[src/rtl/rmts_pkg.sv]
`timescale 1ns / 1ps
`default_nettype none

package rmts_pkg;

   // Largest task count the register map holds
   localparam int MAX_TASKS        = 4;
   localparam int DATA_WIDTH       = 10;
   localparam int TASK_INDEX_WIDTH = 2;
   localparam int CSR_INDEX_WIDTH  = 4;

   // Register map groups, taken from the upper bits of the register index
   localparam logic [1:0] CSR_GROUP_PERIOD = 2'd0;
   localparam logic [1:0] CSR_GROUP_BURST  = 2'd1;

   localparam logic [DATA_WIDTH-1:0] PERIOD_RESET = 10'd1;
   localparam logic [DATA_WIDTH-1:0] BURST_RESET  = 10'd0;

   typedef logic [DATA_WIDTH-1:0] data_type;

   // Configuration seen by the task engine
   typedef struct packed {
      logic [MAX_TASKS-1:0][DATA_WIDTH-1:0] period;
      logic [MAX_TASKS-1:0][DATA_WIDTH-1:0] burst;
   } cfg_type;

   // One scheduling decision
   typedef struct packed {
      logic                        busy_res;
      logic [TASK_INDEX_WIDTH-1:0] task_index;
      logic [MAX_TASKS-1:0]        release_mask;
   } result_type;

endpackage

`default_nettype wire

[src/rtl/rmts_channels.sv]
`timescale 1ns / 1ps
`default_nettype none

// Tick request channel
interface rmts_req_if;
   logic valid;
   logic ready;
   logic restart;

   modport source (output valid, output restart, input ready);
   modport sink   (input valid, input restart, output ready);
endinterface

// Scheduling result channel
interface rmts_rsp_if;
   logic                                  valid;
   logic                                  ready;
   logic                                  busy_res;
   logic [rmts_pkg::TASK_INDEX_WIDTH-1:0] task_index;
   logic [rmts_pkg::MAX_TASKS-1:0]        release_mask;

   modport source (output valid, output busy_res, output task_index, output release_mask,
                   input ready);
   modport sink   (input valid, input busy_res, input task_index, input release_mask,
                   output ready);
endinterface

`default_nettype wire

[src/rtl/rate_monotonic_tick_scheduler_top.sv]
// Rate-monotonic tick scheduler. Each word on the request channel is one system tick;
// each tick yields exactly one result word telling whether a task ran, which one, and
// which tasks released a new job on that tick. Every task has a period and a burst
// register (indexes 0..3 and 4..7); a burst of zero disables the task and a period of
// zero acts as one. The shortest period with work left wins, ties to the lower index.
// A tick with restart set clears all phases and leftover work first. Throughput is one
// tick per clock while the result channel is ready; a tick passes through one input
// register, then the combinational task compare over all tasks into the output
// register. Write the registers only while no tick is in flight.
`timescale 1ns / 1ps
`default_nettype none

module rate_monotonic_tick_scheduler_top #(
   parameter int NUM_TASKS = 4
) (
   input  wire logic                                 clock,
   input  wire logic                                 reset,
   rmts_req_if.sink                                  req_ch,
   rmts_rsp_if.source                                rsp_ch,
   input  wire logic                                 csr_write_enable,
   input  wire logic [rmts_pkg::CSR_INDEX_WIDTH-1:0] csr_index,
   input  wire logic [rmts_pkg::DATA_WIDTH-1:0]      csr_write_data
);

   rmts_pkg::cfg_type    cfg;
   rmts_pkg::result_type decision;

   logic                 s1_valid_ff;
   logic                 s1_valid_in;
   logic                 s1_restart_ff;
   logic                 out_valid_ff;
   logic                 out_valid_in;
   rmts_pkg::result_type out_result_ff;
   logic                 advance;
   logic                 req_take;

   rmts_cfg_regs u_cfg_regs (
      .clock            (clock),
      .reset            (reset),
      .csr_write_enable (csr_write_enable),
      .csr_index        (csr_index),
      .csr_write_data   (csr_write_data),
      .cfg              (cfg)
   );

   rmts_task_engine #(
      .NUM_TASKS (NUM_TASKS)
   ) u_task_engine (
      .clock   (clock),
      .reset   (reset),
      .step    (advance),
      .restart (s1_restart_ff),
      .cfg     (cfg),
      .result  (decision)
   );

   // Move the held tick into the output register when that register frees up
   assign advance      = s1_valid_ff && (!out_valid_ff || rsp_ch.ready);
   assign req_ch.ready = !s1_valid_ff || advance;
   assign req_take     = req_ch.valid && req_ch.ready;
   assign s1_valid_in  = req_take || (s1_valid_ff && !advance);
   assign out_valid_in = advance || (out_valid_ff && !rsp_ch.ready);

   always_ff @(posedge clock) begin
      if (reset) begin
         s1_valid_ff  <= 1'b0;
         out_valid_ff <= 1'b0;
      end else begin
         s1_valid_ff  <= s1_valid_in;
         out_valid_ff <= out_valid_in;
      end
   end

   // Payload registers
   always_ff @(posedge clock) begin
      if (req_take) begin
         s1_restart_ff <= req_ch.restart;
      end
      if (advance) begin
         out_result_ff <= decision;
      end
   end

   assign rsp_ch.valid        = out_valid_ff;
   assign rsp_ch.busy_res     = out_result_ff.busy_res;
   assign rsp_ch.task_index   = out_result_ff.task_index;
   assign rsp_ch.release_mask = out_result_ff.release_mask;

   // An idle result reports task zero
   a_idle_index_zero: assert property (@(posedge clock) disable iff (reset)
      (out_valid_ff && !out_result_ff.busy_res) |-> (out_result_ff.task_index == '0))
      else $error("idle result carries a nonzero task index");

   // A taken word is held in the input register on the next cycle
   a_take_fills_s1: assert property (@(posedge clock) disable iff (reset)
      req_take |=> s1_valid_ff)
      else $error("accepted word lost from input register");

   // Each computed tick shows up on the result channel
   a_advance_fills_out: assert property (@(posedge clock) disable iff (reset)
      advance |=> out_valid_ff)
      else $error("computed tick missing from output register");

   // Tasks beyond the configured count never release
   a_mask_in_range: assert property (@(posedge clock) disable iff (reset)
      out_valid_ff |-> ((out_result_ff.release_mask >> NUM_TASKS) == '0))
      else $error("release mask bit set above task count");

endmodule

`default_nettype wire

[src/rtl/rmts_cfg_regs.sv]
`timescale 1ns / 1ps
`default_nettype none

module rmts_cfg_regs (
   input  wire logic                                 clock,
   input  wire logic                                 reset,
   input  wire logic                                 csr_write_enable,
   input  wire logic [rmts_pkg::CSR_INDEX_WIDTH-1:0] csr_index,
   input  wire logic [rmts_pkg::DATA_WIDTH-1:0]      csr_write_data,
   output rmts_pkg::cfg_type                         cfg
);

   rmts_pkg::cfg_type cfg_ff;
   rmts_pkg::cfg_type cfg_in;

   // Decode the write: low bits pick the task, upper bits pick the group
   always_comb begin
      cfg_in = cfg_ff;
      if (csr_write_enable) begin
         case (csr_index[rmts_pkg::CSR_INDEX_WIDTH-1:2])
            rmts_pkg::CSR_GROUP_PERIOD: cfg_in.period[csr_index[1:0]] = csr_write_data;
            rmts_pkg::CSR_GROUP_BURST:  cfg_in.burst[csr_index[1:0]]  = csr_write_data;
            default: ;  // drop writes outside the map
         endcase
      end
   end

   always_ff @(posedge clock) begin
      if (reset) begin
         for (int i = 0; i < rmts_pkg::MAX_TASKS; i++) begin
            cfg_ff.period[i] <= rmts_pkg::PERIOD_RESET;
            cfg_ff.burst[i]  <= rmts_pkg::BURST_RESET;
         end
      end else begin
         cfg_ff <= cfg_in;
      end
   end

   assign cfg = cfg_ff;

endmodule

`default_nettype wire

[src/rtl/rmts_task_engine.sv]
`timescale 1ns / 1ps
`default_nettype none

module rmts_task_engine #(
   parameter int NUM_TASKS = 4
) (
   input  wire logic            clock,
   input  wire logic            reset,
   input  wire logic            step,
   input  wire logic            restart,
   input  wire rmts_pkg::cfg_type cfg,
   output rmts_pkg::result_type result
);

   localparam int DW = rmts_pkg::DATA_WIDTH;

   rmts_pkg::data_type phase_ff     [NUM_TASKS];
   rmts_pkg::data_type phase_in     [NUM_TASKS];
   rmts_pkg::data_type remaining_ff [NUM_TASKS];
   rmts_pkg::data_type remaining_in [NUM_TASKS];

   rmts_pkg::data_type eff_period   [NUM_TASKS];
   rmts_pkg::data_type loaded_work  [NUM_TASKS];

   logic                                  found;
   logic [rmts_pkg::TASK_INDEX_WIDTH-1:0] sel;
   rmts_pkg::data_type                    best;
   logic [rmts_pkg::MAX_TASKS-1:0]        mask;

   // Release, phase advance and shortest-period pick for one tick
   always_comb begin : tick_logic
      rmts_pkg::data_type ph;
      rmts_pkg::data_type rw;
      logic [DW:0]        ph_inc;
      found = 1'b0;
      sel   = '0;
      best  = '0;
      mask  = '0;
      for (int i = 0; i < NUM_TASKS; i++) begin
         eff_period[i] = (cfg.period[i] == '0) ? DW'(1) : cfg.period[i];
         ph = restart ? '0 : phase_ff[i];
         rw = restart ? '0 : remaining_ff[i];
         // release a job at phase zero; a new job drops leftover work
         if (ph == '0) begin
            loaded_work[i] = cfg.burst[i];
            mask[i]        = (cfg.burst[i] != '0);
         end else begin
            loaded_work[i] = rw;
         end
         // wrap phase at the period, also when the period was lowered
         ph_inc = {1'b0, ph} + (DW+1)'(1);
         phase_in[i] = (ph_inc >= {1'b0, eff_period[i]}) ? '0 : ph_inc[DW-1:0];
         // strict compare keeps ties on the lower index
         if (loaded_work[i] != '0 && (!found || eff_period[i] < best)) begin
            found = 1'b1;
            best  = eff_period[i];
            sel   = rmts_pkg::TASK_INDEX_WIDTH'(i);
         end
      end
      // charge one tick of work to the winner
      for (int i = 0; i < NUM_TASKS; i++) begin
         if (found && sel == rmts_pkg::TASK_INDEX_WIDTH'(i)) begin
            remaining_in[i] = loaded_work[i] - DW'(1);
         end else begin
            remaining_in[i] = loaded_work[i];
         end
      end
      result.busy_res     = found;
      result.task_index   = found ? sel : '0;
      result.release_mask = mask;
   end

   always_ff @(posedge clock) begin
      if (reset) begin
         for (int i = 0; i < NUM_TASKS; i++) begin
            phase_ff[i]     <= '0;
            remaining_ff[i] <= '0;
         end
      end else if (step) begin
         for (int i = 0; i < NUM_TASKS; i++) begin
            phase_ff[i]     <= phase_in[i];
            remaining_ff[i] <= remaining_in[i];
         end
      end
   end

endmodule

`default_nettype wire
[src/flat_wrapper.sv]
// flat-port wrapper written by rule: the top's interface ports become plain ports
module rate_monotonic_tick_scheduler_top_flat 
#(
   parameter int NUM_TASKS = 4
)
  (clock, reset, csr_write_enable, csr_index, csr_write_data, req_ch_valid, req_ch_restart, req_ch_ready, rsp_ch_valid, rsp_ch_busy_res, rsp_ch_task_index, rsp_ch_release_mask, rsp_ch_ready);
  rmts_req_if req_ch_i ();
  rmts_rsp_if rsp_ch_i ();
  input  wire logic clock;
  input  wire logic reset;
  input  wire logic csr_write_enable;
  input  wire logic [rmts_pkg::CSR_INDEX_WIDTH-1:0] csr_index;
  input  wire logic [rmts_pkg::DATA_WIDTH-1:0] csr_write_data;
  input wire logic [$bits(req_ch_i.valid)-1:0] req_ch_valid;
  input wire logic [$bits(req_ch_i.restart)-1:0] req_ch_restart;
  output wire logic [$bits(req_ch_i.ready)-1:0] req_ch_ready;
  output wire logic [$bits(rsp_ch_i.valid)-1:0] rsp_ch_valid;
  output wire logic [$bits(rsp_ch_i.busy_res)-1:0] rsp_ch_busy_res;
  output wire logic [$bits(rsp_ch_i.task_index)-1:0] rsp_ch_task_index;
  output wire logic [$bits(rsp_ch_i.release_mask)-1:0] rsp_ch_release_mask;
  input wire logic [$bits(rsp_ch_i.ready)-1:0] rsp_ch_ready;
  assign req_ch_i.valid = req_ch_valid;
  assign req_ch_i.restart = req_ch_restart;
  assign req_ch_ready = req_ch_i.ready;
  assign rsp_ch_valid = rsp_ch_i.valid;
  assign rsp_ch_busy_res = rsp_ch_i.busy_res;
  assign rsp_ch_task_index = rsp_ch_i.task_index;
  assign rsp_ch_release_mask = rsp_ch_i.release_mask;
  assign rsp_ch_i.ready = rsp_ch_ready;
  rate_monotonic_tick_scheduler_top #(.NUM_TASKS(NUM_TASKS)) u_core (.clock(clock), .reset(reset), .req_ch(req_ch_i), .rsp_ch(rsp_ch_i), .csr_write_enable(csr_write_enable), .csr_index(csr_index), .csr_write_data(csr_write_data));
endmodule
[config.mk]
export PLATFORM = sky130hd
export DESIGN_NAME = rate_monotonic_tick_scheduler_top_flat
export DESIGN_NICKNAME = d
export VERILOG_FILES = /design/src/rtl/rmts_pkg.sv /design/src/rtl/rmts_channels.sv /design/src/rtl/rate_monotonic_tick_scheduler_top.sv /design/src/rtl/rmts_cfg_regs.sv /design/src/rtl/rmts_task_engine.sv /design/src/flat_wrapper.sv
export SDC_FILE = /design/constraint.sdc
export NUM_CORES = 1
export LEC_CHECK = 0
export BUFFER_PORTS_ARGS = -buffer_cell sky130_fd_sc_hd__clkbuf_2
export CAP_MARGIN = 15
export CORE_ASPECT_RATIO = 1.1
export CORE_MARGIN = 2
export CORE_UTILIZATION = 26
export CTS_BUF_LIST = sky130_fd_sc_hd__clkbuf_4 sky130_fd_sc_hd__clkbuf_8
export CTS_CLUSTER_DIAMETER = 80
export DETAILED_ROUTE_END_ITERATION = 8
export GPL_TIMING_DRIVEN = 1
export PLACE_DENSITY_LB_ADDON = 0.25
export SKIP_CTS_REPAIR_TIMING = 1
export SLEW_MARGIN = 20
export SYNTH_ARGS = -nofsm -noshare
export SYNTH_HDL_FRONTEND = slang
export SYNTH_SLANG_ARGS = --single-unit
export TNS_END_PERCENT = 10
[constraint.sdc]
create_clock -name clock -period 27.5 [get_ports clock]
set_clock_uncertainty 0.1 [all_clocks]
set_input_delay 2.75 -clock clock [delete_from_list [all_inputs] [get_ports clock]]
set_output_delay 2.75 -clock clock [all_outputs]
set_load 0.01 [all_outputs]
==> flow_summary_export.csv, run 1 <==
group,metric,value,unit
cts,cts.sinks,170,
die,ioPinCount,29,
setup_path,arrival,10.02,ns
setup_path,path_class,"flip-flop to flip-flop",
power_and_ir_drop,p_leak,4.61,nW
placement,placed_cells,1735,
final_layout,final_cell_area,12100,µm²
final_layout,nets,1287,
global_route,grt_usage,0.145,
logic_synthesis,synth.yosys.seq_area_share,0.386,
min_path,hp-class,"flip-flop to flip-flop",
timing,worst_pin_slew,1.08,ns
timing,rsz0062_at_grt,"false",
logic_synthesis,ys_warn_count,0,
cts,cts_buffer_depth,2,
final_layout,final_cells,1767,
power_and_ir_drop,peakVddDrop,26.5,µV
logic_synthesis,yosysMostFrequentCell,"nor2_1",
setup_path,crit_path_end_kind,"flip-flop",
setup_path,cp.required,27.64,ns
timing,fin_setup_tns,0,ns
route,routed_wl,31600,µm
logic_synthesis,synth.avg_cell_area,9.06,µm²
timing,hold_ws,0.376,ns
logic_synthesis,synth.largest_area_cell,"edfxtp_1",
route,wl_per_cell,17.9,µm
final_layout,diodes,0,
logic_synthesis,synth_area,11100,µm²
placement,gp_congestion,0.829,
die,die_w,201,µm
logic_synthesis,synth_top_cell_area_share,0.238,
die,core,42200,µm²
timing,worst_slack,17.62,ns
route,vias_per_cell,4.94,
logic_synthesis,synth_fp_nets,1324,
placement,io_buffers,28,
cts,clk_pin_slew,0.10,ns
final_layout,syn_to_final_growth,8.80,%
global_route,grt_max_degree,52,
final_layout,nFillCells,4464,
run,drv_cap,0,
placement,post-dp-hpwl,22300,µm
die,initial_utilization,0.263,
global_route,grt_overflow_total,0,
placement,dp_slack,17.82,ns
route,vias,8727,
die,die_h,221,µm
logic_synthesis,synthArstFlopShare,0,
global_route,antenna_found_initial,0,
timing,min_period_over_period,0.359,
logic_synthesis,yosys.cell_types.count,77,
setup_path,crit_top_cell,"nand2_1",
timing,maxSlewViolCount,0,
setup_path,crit_path_max_fanout,33,
run_status,status,"completed",
route,ant_nets,0,
logic_synthesis,synth_edf_count,88,
final_layout,layout-drive-gt1-share,0.0892,
die,rows,79,
route,drtIter0Drc,727,
cts,cts_tree,"yes",
timing,fmax,0.101,GHz
timing,maxSlewHeadroom,0.275,
global_route,grt_pass1_vias,8527,
cts,clockRootBuffer,"clkbuf_8",
timing,finalSetupViolCount,0,
route,firstDrtPassIters,7,
setup_path,start_kind,"flip-flop",
placement,dpl_cell_area,11600,µm²
setup_path,critPathMaxStageDelay,0.80,ns
power_and_ir_drop,power_per_cell_area,51.8,nW/µm²
logic_synthesis,synthTopCellsByArea,"edfxtp_1 (24%), dfxtp_1 (15%), ha_1 (9.0%), mux2i_1 (6.1%), nor2_1 (4.4%)",
logic_synthesis,netlist_instances,1224,
timing,min_period,9.88,ns
cts,cts_made_buffers,17,
cts,h-tree-depth,4,
global_route,grt_pass1_wl,49700,µm
setup_path,cp_slowest_cell,"nand2_1",
route,drc,0,
cts,clk_latency,0.52,ns
timing,hold_viol,0,
die,dieArea,44300,µm²
logic_synthesis,synth-seq-cells,170,
logic_synthesis,ys.flop_type,"edfxtp_1",
logic_synthesis,ys_top_cells_by_count,"nor2_1 (129), edfxtp_1 (88), nand2_1 (88)",
[power breakdown]
part / internal, W / switching [W] / total (W) / leakage, nW
Sequential: 0.000279 / 0.00000819 / 0.000287 / 1.59
Combinational: 0.0000481 / 0.0000949 / 0.000143 / 2.82
Clock: 0.0000857 / 0.000109 / 0.000195 / 0.210
[cell usage in the layout (no fill, tap or decap), drive strengths merged, types with 42 or more instances in the layout]
cell type	netlist	routed
clkbuf	76	45
nor2	129	129
edfxtp	88	88
dfxtp	82	82
mux2i	68	68
ha	80	80
inv	53	62
a21oi	52	52
a21boi	42	42
nand2	90	90
[worst max-delay path, delay by kind of cell, from the launching register on]
family	cells	cell delay (ns)
AO/OA/AOI/OAI	15	3.88
adder cells (fa/ha/maj)	4	1.15
buffers and inverters	4	0.83
flip-flops	1	0.37
AND/OR/NAND/NOR	14	3.23
[worst paths after layout]
check,to,depth (start not counted),slack [ns],start
worst min-delay path,u_core.u_cfg_regs.cfg[40],1,0.38,u_core.u_cfg_regs.cfg[40]
worst max-delay path,u_core.u_task_engine.remaining_ff[1][3],37,17.62,u_core.s1_restart_ff
worst max register to register,u_core.u_task_engine.remaining_ff[1][3],37,17.62,u_core.s1_restart_ff
worst min register to register,u_core.u_cfg_regs.cfg[40],1,0.38,u_core.u_cfg_regs.cfg[40]
[cells by family (layout without fill, tap and decap cells)]
logic type | after synthesis | after routing | synth area share
multiplexers | 68 | 68 | 0.0614
AND/OR/NAND/NOR | 463 | 463 | 0.215
adder cells (fa/ha/maj) | 80 | 80 | 0.0902
AO/OA/AOI/OAI | 261 | 261 | 0.165
XOR/XNOR | 36 | 36 | 0.0284
flip-flops | 170 | 170 | 0.386
buffers and inverters | 146 | 122 | 0.0529
[metal layers]
metal,vias to the layer above,GRT usage,part of all wire
met2,120,0.253,0.48
met1,4233,0.186,0.48
met4,0,0.0459,0.013
li1,4355,-,-
met3,19,0.0181,0.025
met5,-,0,0
[flip-flops by register name, summed over array words and instances, names as in the netlist]
signal and cells:
u_core.rsp_ch.busy_res 1, u_core.rsp_ch.release_mask 4, u_core.rsp_ch.task_index 2, u_core.rsp_ch.valid 1, u_core.s1_restart_ff 1, u_core.s1_valid_ff 1, u_core.u_cfg_regs.cfg 80, u_core.u_task_engine.phase_ff 40
u_core.u_task_engine.remaining_ff 40
[layout make-up]
class,instances,area (µm²),area share
clock buffers,18,241,0.0200
clock inverters,14,179,0.0148
inverters,53,199,0.0165
multi-input cells,908,6250,0.518
flip-flops and latches,170,4280,0.355
well taps,567,709,0.0588
repair buffers,37,208,0.0172
[through the flow]
stage	total power (W)	util
2_1_floorplan	0.000405	-
3_3_place_gp	0.000435	0.276
3_5_place_dp	0.000436	0.276
4_1_cts	0.000632	0.286
5_1_grt	0.000658	0.286
6_report	0.000625	0.286
Note: power is estimated with default switching activity, not from simulation.
==> inputs of run 2 (changes only) <==
==> constraint.sdc (replaced) <==
create_clock -name clock -period 9.1 [get_ports clock]
set_clock_uncertainty 0.1 [all_clocks]
set_input_delay 0.91 -clock clock [delete_from_list [all_inputs] [get_ports clock]]
set_output_delay 0.91 -clock clock [all_outputs]
set_load 0.01 [all_outputs]
==> run 2 against run 1 <==
Against the previous run:
- fmax rose by 20%
- sequential cell count unchanged
- via count increased by 0.84%
- clock-buffer cell count is 1 lower
==> flow_summary_export.csv, run 2 (same netlist as run 1, synthesis figures left out) <==
group,metric,value,unit
run_status,status,"completed",
route,vias_per_cell,4.96,
die,rows,79,
power_and_ir_drop,power,0.00191,W
setup_path,start_kind,"flip-flop",
timing,worst_pin_slew,1.08,ns
setup_path,r2r_cells,32,
die,ioPinCount,29,
timing,min_period_over_period,0.902,
placement,io_buffers,28,
global_route,grt_pass1_wl,50100,µm
timing,fin_setup_tns,0,ns
setup_path,crit_path_max_fanout,28,
setup_path,arrival,8.34,ns
timing,maxSlewHeadroom,0.280,
power_and_ir_drop,power_per_cell_area,157,nW/µm²
route,drtIter0Drc,667,
cts,clockRootBuffer,"clkbuf_8",
route,wl_per_cell,17.9,µm
cts,cts_tree,"yes",
final_layout,final_cell_mix,"nor2_1 (127), edfxtp_1 (88), nand2_1 (87)",
final_layout,largest_register_ffs,80,
final_layout,nets,1292,
die,die_h,221,µm
final_layout,layout-drive-gt1-share,0.0979,
global_route,grt_pass1_vias,8583,
cts,cts.sinks,170,
timing,maxSlewViolCount,0,
die,initial_utilization,0.263,
global_route,grt_max_degree,48,
final_layout,final_common_cell,"nor2_1",
route,ant_nets,0,
global_route,grt_usage,0.146,
min_path,holdPathStages,1,
die,dieArea,44300,µm²
timing,fmax,0.122,GHz
global_route,grt_overflow_total,0,
die,core,42200,µm²
power_and_ir_drop,p_leak,4.65,nW
cts,clk_latency,0.52,ns
setup_path,critPathMaxStageDelay,0.54,ns
cts,clk_pin_slew,0.11,ns
timing,min_period,8.21,ns
cts,cts_made_buffers,17,
final_layout,syn_to_final_growth,9.49,%
route,vias,8800,
die,die_w,201,µm
setup_path,path_class,"flip-flop to flip-flop",
setup_path,crit_top_cell,"ha_1",
route,routed_wl,31800,µm
route,firstDrtPassIters,5,
setup_path,crit_path_end_kind,"flip-flop",
timing,finalSetupViolCount,0,
min_path,hp-class,"flip-flop to flip-flop",
cts,cts_buffer_depth,2,
cts,h-tree-depth,4,
run,drv_cap,0,
placement,post-dp-hpwl,22400,µm
setup_path,cp.required,9.23,ns
timing,hold_viol,0,
placement,gp_congestion,0.853,
power_and_ir_drop,peakVddDrop,108,µV
setup_path,cp_slowest_cell,"edfxtp_1",
global_route,antenna_found_initial,1,
route,drc,0,
-- run 2: changes by cell type in the layout (fill, tap and decap cells not counted), sizes merged --
cell	delta
buf	+5
diode	+1
clkinv	+2
inv	-1
clkbuf	-1
-- run 2: final cells by class --
| type | count | area (µm²) |
|---|---|---|
| Sequential cell | 170 | 4280 |
| Fill cell | 4498 | 30100 |
| Clock buffer | 17 | 234 |
| Tap cell | 567 | 709 |
| Timing Repair Buffer | 42 | 245 |
| Clock inverter | 15 | 181 |
| Inverter | 53 | 199 |
| Antenna cell | 1 | 2.50 |
| Multi-Input combinational cell | 908 | 6290 |
-- run 2: routing by layer --
metal / global-route usage / vias up / wire (µm)
met2: 0.260 / 123 / 15600
met1: 0.184 / 4289 / 14900
met5: 0 / - / 0
met4: 0.0479 / 0 / 569
met3: 0.0193 / 29 / 760
li1: - / 4359 / -
-- run 2: critical path, delay by kind of cell, from the launching register on --
family                     cells  cell delay [ns]
AOI/OAI and AO/OA             13             3.43
and+or+nand+nor               11             2.23
adders and majority gates      4             1.03
buffers and inverters          4             0.56
DFF                            1             0.54
-- run 2: worst paths after layout --
path / startpoint / end / slack, ns
min reg2reg: u_core.u_cfg_regs.cfg[60] / u_core.u_cfg_regs.cfg[60] / 0.39
min: u_core.u_cfg_regs.cfg[60] / u_core.u_cfg_regs.cfg[60] / 0.39
max reg2reg: u_core.s1_restart_ff / u_core.u_task_engine.remaining_ff[0][3] / 0.89
max: u_core.s1_restart_ff / u_core.u_task_engine.remaining_ff[0][3] / 0.89
-- run 2: per-stage QoR --
step	hold slack (ns)	instances	setup slack (ns)	utilization	cell area (µm²)
final	0.387	1773	0.888	0.288	12100
after global routing	0.413	1773	-0.0143	0.288	12100
after CTS	0.393	1771	0.151	0.287	12100
after detailed placement	0.360	1739	0.166	0.277	11700
after global placement	0.358	1739	0.392	0.277	11700
after floorplan	0.336	1224	0.0244	-	11100
-- run 2: report_power, final --
group,leakage [nW],internal [W],switching [W]
Sequential,1.59,0.000843,0.0000252
Combinational,2.85,0.000155,0.000294
Clock,0.210,0.000255,0.000340
